`src/sv/hljsm_pkg.sv`:
```
// Package for the hash left join score merge block.
// Types, constants and arithmetic helpers; no dependencies.
`default_nettype none
package hljsm_pkg;
   localparam int TableDepthDefault = 1024;
   localparam logic [23:0] CountMax = 24'hFFFFFF;

   localparam logic [1:0] CsrOpMode = 2'd0;
   localparam logic [1:0] CsrSkip   = 2'd1;
   localparam logic [1:0] CsrLimit  = 2'd2;

   localparam logic [2:0] OpPlus  = 3'd0;
   localparam logic [2:0] OpMinus = 3'd1;
   localparam logic [2:0] OpMul   = 3'd2;
   localparam logic [2:0] OpLeft  = 3'd3;
   localparam logic [2:0] OpRight = 3'd4;

   localparam logic CmdLoad  = 1'b0;
   localparam logic CmdProbe = 1'b1;

   localparam logic [31:0] HashMult = 32'd2654435761;

   typedef struct packed {
      logic start;      // latch item, start hash multiply
      logic rd;         // issue memory read at probe position
      logic step;       // advance probe position
      logic wr;         // write current slot
      logic rsp_load;   // load output register
      logic clr_start;  // begin clearing pass
      logic clr_step;   // clear one entry
   } cmd_type;

   typedef struct packed {
      logic is_probe;
      logic last;
      logic hit;
      logic empty;
      logic wrapped;
      logic full;
      logic clr_done;
   } stat_type;

   function automatic logic signed [31:0] sat32(input logic signed [33:0] v);
      logic signed [31:0] r;
      begin
         if (v > 34'sd2147483647) r = 32'sh7FFFFFFF;
         else if (v < -34'sd2147483648) r = 32'sh80000000;
         else r = v[31:0];
         return r;
      end
   endfunction
endpackage
`default_nettype wire

```
`src/sv/hljsm_ctrl.sv`:
```
// Controller state machine for the join block.
// Uses hljsm_pkg; drives hljsm_dp through cmd_type and reads stat_type.
`default_nettype none
module hljsm_ctrl (
   input  wire logic                clock,
   input  wire logic                reset,
   input  wire logic                req_valid,
   output logic                     req_ready,
   input  wire logic                rsp_free,
   input  wire hljsm_pkg::stat_type st,
   output hljsm_pkg::cmd_type       cmd
);
   typedef enum logic [6:0] {
      S_CLEAR = 7'b0000001,
      S_IDLE  = 7'b0000010,
      S_HASH  = 7'b0000100,
      S_READ  = 7'b0001000,
      S_CHECK = 7'b0010000,
      S_OUT   = 7'b0100000,
      S_WAIT  = 7'b1000000
   } state_type;

   state_type state_ff, state_in;

   always_ff @(posedge clock) begin
      if (reset) state_ff <= S_CLEAR;
      else       state_ff <= state_in;
   end

   always_comb begin
      state_in  = state_ff;
      cmd       = '0;
      req_ready = 1'b0;
      case (state_ff)
         S_CLEAR: begin
            cmd.clr_step = 1'b1;
            if (st.clr_done) state_in = S_IDLE;
         end
         S_IDLE: begin
            req_ready = 1'b1;
            if (req_valid) begin
               cmd.start = 1'b1;
               state_in  = S_HASH;
            end
         end
         S_HASH: begin
            cmd.rd   = 1'b1;
            state_in = S_READ;
         end
         S_READ: state_in = S_CHECK;
         S_CHECK: begin
            if (st.hit || st.empty || st.wrapped) begin
               state_in = S_WAIT;
            end else begin
               cmd.step = 1'b1;
               state_in = S_HASH;
            end
         end
         S_WAIT: begin
            // multiply result settles here; wait for output register
            if (rsp_free) begin
               if (!st.is_probe) begin
                  if (st.hit || (st.empty && !st.full)) cmd.wr = 1'b1;
                  else cmd.rsp_load = 1'b1;
                  state_in = S_IDLE;
               end else begin
                  cmd.rsp_load = 1'b1;
                  state_in = S_OUT;
               end
            end
         end
         S_OUT: begin
            if (st.last) begin
               cmd.clr_start = 1'b1;
               state_in = S_CLEAR;
            end else begin
               state_in = S_IDLE;
            end
         end
         default: state_in = S_CLEAR;
      endcase
   end
endmodule
`default_nettype wire

```
`config.mk`:
```
export PLATFORM = sky130hd
export DESIGN_NAME = hljsm_ctrl
export DESIGN_NICKNAME = d
export VERILOG_FILES = /design/src/sv/hljsm_pkg.sv /design/src/sv/hljsm_ctrl.sv
export SDC_FILE = /design/constraint.sdc
export NUM_CORES = 1
export LEC_CHECK = 0
export CAP_MARGIN = 20
export CORE_UTILIZATION = 40
export CTS_BUF_LIST = sky130_fd_sc_hd__clkbuf_4 sky130_fd_sc_hd__clkbuf_8
export DETAILED_ROUTE_END_ITERATION = 10
export DONT_BUFFER_PORTS = 1
export PLACE_DENSITY_LB_ADDON = 0.1
export SYNTH_ARGS = -nofsm -noshare
export SYNTH_HDL_FRONTEND = slang
export SYNTH_SLANG_ARGS = --single-unit
```
`constraint.sdc`:
```
create_clock -name clock -period 4 [get_ports clock]
set_input_delay 0.2 -clock clock [delete_from_list [all_inputs] [get_ports clock]]
set_output_delay 0.2 -clock clock [all_outputs]
set_load 0.02 [all_outputs]
```
* After elaboration in Yosys (flattened, before gate mapping)
Index checks and enable logic that the tools add are counted.
** Storage, ports and cells
- Register bits after elaboration :: 7
- Latch bits :: 0
- Memory bits (writable) :: 0
- ROM bits :: 0
- Input bits :: 11
- Output and inout port bits :: 8
- Word-level logic and storage cells :: 39
- Memories kept :: 0
** Cells by class
- Add/sub/neg operators :: 0
- Multipliers :: 0
- Div/mod/pow operators :: 0
- Magnitude comparators :: 0
- Equal/unequal tests :: 10
- Shift operators :: 0
- Multiplexer cells :: 22
- Bitwise gates (word level) :: 0
- Reduce and logical (&&, ||, !) cells :: 6
** Operators with widths (number)
- 7-bit one-hot mux with 7 select lines :: 1
- 7-bit two-way mux :: 4
- 1-bit two-way mux :: 13
- 7-bit by 1-bit equality test with 1-bit output, second input constant :: 1
- 7-bit by 2-bit equality test with 1-bit output, second input constant :: 1
- 7-bit by 3-bit equality test with 1-bit output, second input constant :: 1
- 7-bit by 4-bit equality test with 1-bit output, second input constant :: 1
- 7-bit by 5-bit equality test with 1-bit output, second input constant :: 1
- 7-bit by 6-bit equality test with 1-bit output, second input constant :: 1
- 7-bit equality test, second input constant :: 1
- 2-bit two-way mux :: 3
- 6-bit two-way mux :: 1
- 2-bit != test, second input constant :: 3
- 1-bit logical OR :: 3
- 3-bit AND reduction :: 1
- 1-bit logical AND :: 1
- 1-bit logical NOT :: 1

* Longest topological paths before layout
- Depth in word-level cells :: 7
- Mapped depth :: 6
- Depth with buffers taken out :: 4

* Worst setup path after synthesis
Ideal clock, no wire load.
- Path type :: flip-flop to flip-flop
- Start point :: reg state_ff[0]
- End point :: reg state_ff[2]
- Setup time :: 67 ps
- Arrival :: 1958 ps
- Data required time :: 3933 ps
- Setup slack :: 1975 ps
- Cell stages (with the launch flop) :: 7
- Buffers on the path :: 2
- Clock period less this slack :: 2025 ps
- Cell sequence :: dfxtp_1 > buf_6 > or3_1 > buf_6 > nor4_1 > o211ai_1 > nor2_1
** Between the ends
- Longest elaborated chain between the ends :: 3
- Elaborated cells between the ends (all ways) :: 12
- Those cells by class :: eq/ne: 10; mux: 1; reduce/logical: 1
** Ends and longest elaborated chain
- from (decl) :: line hljsm_ctrl.sv:23 : state_type state_ff, state_in;
- from (signal assigned) :: line hljsm_ctrl.sv:27 : else state_ff <= state_in;
- 7-bit by 1-bit equality test with 1-bit output (tied with other cells) :: line hljsm_ctrl.sv:34 : case (state_ff)
- 2-bit != test (no source line)
- 3-bit AND reduction (no source line)
Several ways; a longest one is shown, not always the timed one.
A chain may end at the register's enable or synchronous reset.

==> summary.txt <==
Status: finished clean
H-tree levels: 1
Reg-to-reg slack, setup: 1.79 ns
Area grow syn2layout: 1.67%
Cell family with most CP delay: simple AND/OR/NAND/NOR gates
CP Class: reg2out
Worst EP arrival: 2.14 ns
YS warnings: 0
GPL Wtd Cong: 0.737
Layout cells sized above 1: 0.154
Most common cell after layout, fill and taps aside: dfxtp_1
Grt ovf: 0
Register area share after synthesis: 0.267
# resized after CTS: 0
Hold-critical path depth: 1
FF+latch count, synth: 7
DRC violation count after routing: 0
Nets: 77
TNS Setup: 0 ns
Syn avg cell area: 7.96 sq um
Clk buf depth: 2
CP Data Required Time: 3.80 ns
Worst slew pin tran: 1.07 ns
Worst path cell trace: or3_1, nor4_1
HPWL Detailed: 766 um
Initial antenna violation count: 0
IO Pins: 19
Detailed Route Iter0 Violations: 20
Slowest stage delay, CP: 0.96 ns
Final setup viols: 0
Die H: 38.2 um
Initial Utilization: 0.455
Fin crit share: 0.585
Post-CTS setup buffer count: 0
Vias in the first global route: 471
Clock Latency Late Sink: 0.25 ns
WHS Endpoint: state_ff[1]
Peak supply drop: 0.261 mV
Worst hold path class: in2reg
Startpoint Class: register
MaxCap Viol Count: 0
FF-to-FF Start: state_ff[0]
Worst Skew: 0.00175 ns
Hold Vio Cnt, Final: 0
Core area: 1160 sq um
Synth Instances: 66
Worst R2R End: state_ff[2]
Largest register FFs: 7
Crit. End Element: output port
DIE WIDTH: 38.2 um
Minimum clock period: 2.34 ns
Largest net degree at the start of global routing: 11
Crit path max-delay cell type: nor4_1
Standard-cell row count: 12
Pleak: 0.170 nW
Post-route ant nets: 0
Setup repair after global routing missed its margin: no
Clk sinks: 7
Clk slew on worst S/H paths: 0.05 ns
Vias: 474
Most frequent cells in the layout: dfxtp_1 (7), nor2_1 (6), nor4_1 (5), nor3b_1 (5), nor3_1 (5)
Slew margin rel.: 0.280
Buf/Inv on CP: 0
CTS tree: done
Die area: 1460 sq um
CTS Root Cell: clkbuf_4
Gr usage total: 0.189
Hold buffer count at CTS: 0
Net Count, Synth: 77
Worst Hold Launch: reset
Biggest regs: state_ff x7
Yosys cell types: 31
First-pass iteration count of the detailed router: 3
Hold_ws: 0.0124 ns
DR vias/cell: 6.00
Slew Limit Fails: 0
PwrDens: 519 nW/um^2
Detailed-route wire length per cell: 13.1 um
Fmax achieved: 427 MHz
Overall routed net length: 1.04 mm
First-pass GRT wire length: 1.91 mm
Netlist Area Pre-Place: 526 sq um
Reg with most FFs: state_ff
Worst Path Max Fanout: 10
Num CTS Buffers: 3
Port bufs: 0
Ant. Diodes: 0
Worst reg2reg path depth: 4
how the worst max path moves through the flow:
stage	startpoint	to	slack, ns	cells past startpoint
after detailed placement	state_ff[0]	state_ff[2]	1.80	4
after global routing	state_ff[0]	cmd[4]	1.55	2
after floorplan	state_ff[0]	state_ff[2]	1.98	6
final	state_ff[0]	cmd[4]	1.66	2
after global placement	state_ff[0]	state_ff[2]	1.77	4
after CTS	state_ff[0]	cmd[4]	1.66	2
worst register-to-register path, stage by stage, from the launching register on:
cell      delay, ns
dfxtp_1        0.39
or3_1          0.54
nor4_1         0.96
o211ai_1       0.15
nor2_1         0.11
layout make-up:
class / count / area (sq um)
tap: 14 / 17.5
fill: 126 / 622
clock buffer: 4 / 30.0
sequential: 7 / 140
multi-input combinational: 51 / 335
inverter: 3 / 11.3
layer usage:
metal  up-vias  wire, um  part of all wire  global-route usage
met5         -         0                 0                   0
met4         0         0                 0              0.0268
met3         0        98             0.095               0.105
met2        19       451              0.44               0.301
met1       209       485              0.47               0.227
li1        246         -                 -                   -
report_power, final:
| group | internal (mW) | switching, mW |
|---|---|---|
| logic | 0.0422 | 0.0618 |
| clock network | 0.0449 | 0.0264 |
| registers | 0.0808 | 0.0213 |
synth_stat cells:
library cell / number / area, sq um
a211oi_1: 1 / 7.51
nor3_1: 5 / 25.0
a211oi_2: 1 / 12.5
or4_1: 1 / 7.51
a41oi_1: 1 / 8.76
o21ai_0: 1 / 5.00
nand2b_1: 3 / 18.8
nand3_1: 1 / 5.00
buf_6: 2 / 22.5
or4b_2: 2 / 20.0
or3b_2: 1 / 8.76
buf_4: 1 / 7.51
nand2_1: 2 / 7.51
xnor2_1: 1 / 8.76
or2b_1: 1 / 7.51
or3_1: 2 / 12.5
and3_1: 1 / 6.26
dfxtp_1: 7 / 140
o22a_1: 1 / 8.76
o211a_1: 1 / 10.0
nor2_1: 6 / 22.5
buf_1: 1 / 3.75
inv_1: 3 / 11.3
o211ai_1: 4 / 30.0
and2_1: 1 / 6.26
buf_2: 1 / 5.00
a21oi_1: 2 / 10.0
nor3b_1: 5 / 37.5
or4_4: 1 / 11.3
nor4_1: 5 / 31.3
or2_2: 1 / 6.26
stage by stage:
stage          cells  total power [mW]  instance area [sq um]  utilization  worst slack (ns)
2_1_floorplan     66             0.213                    526            -              1.98
3_3_place_gp      75             0.210                    504        0.436              1.77
3_5_place_dp      75             0.207                    504        0.436              1.80
4_1_cts           79             0.279                    534        0.462              1.66
5_1_grt           79             0.301                    534        0.462              1.55
6_report          79             0.277                    534        0.462              1.66
cell families (layout without fill, tap and decap cells):
group | count (synthesis) | after routing | share of synthesized area
DFF | 7 | 7 | 0.267
and+or+nand+nor | 38 | 38 | 0.445
xor gates and xnor gates | 1 | 1 | 0.0167
AOI/OAI and AO/OA | 12 | 12 | 0.176
buffers and inverters | 8 | 7 | 0.0952
Note: power is estimated with default switching activity, not from simulation.
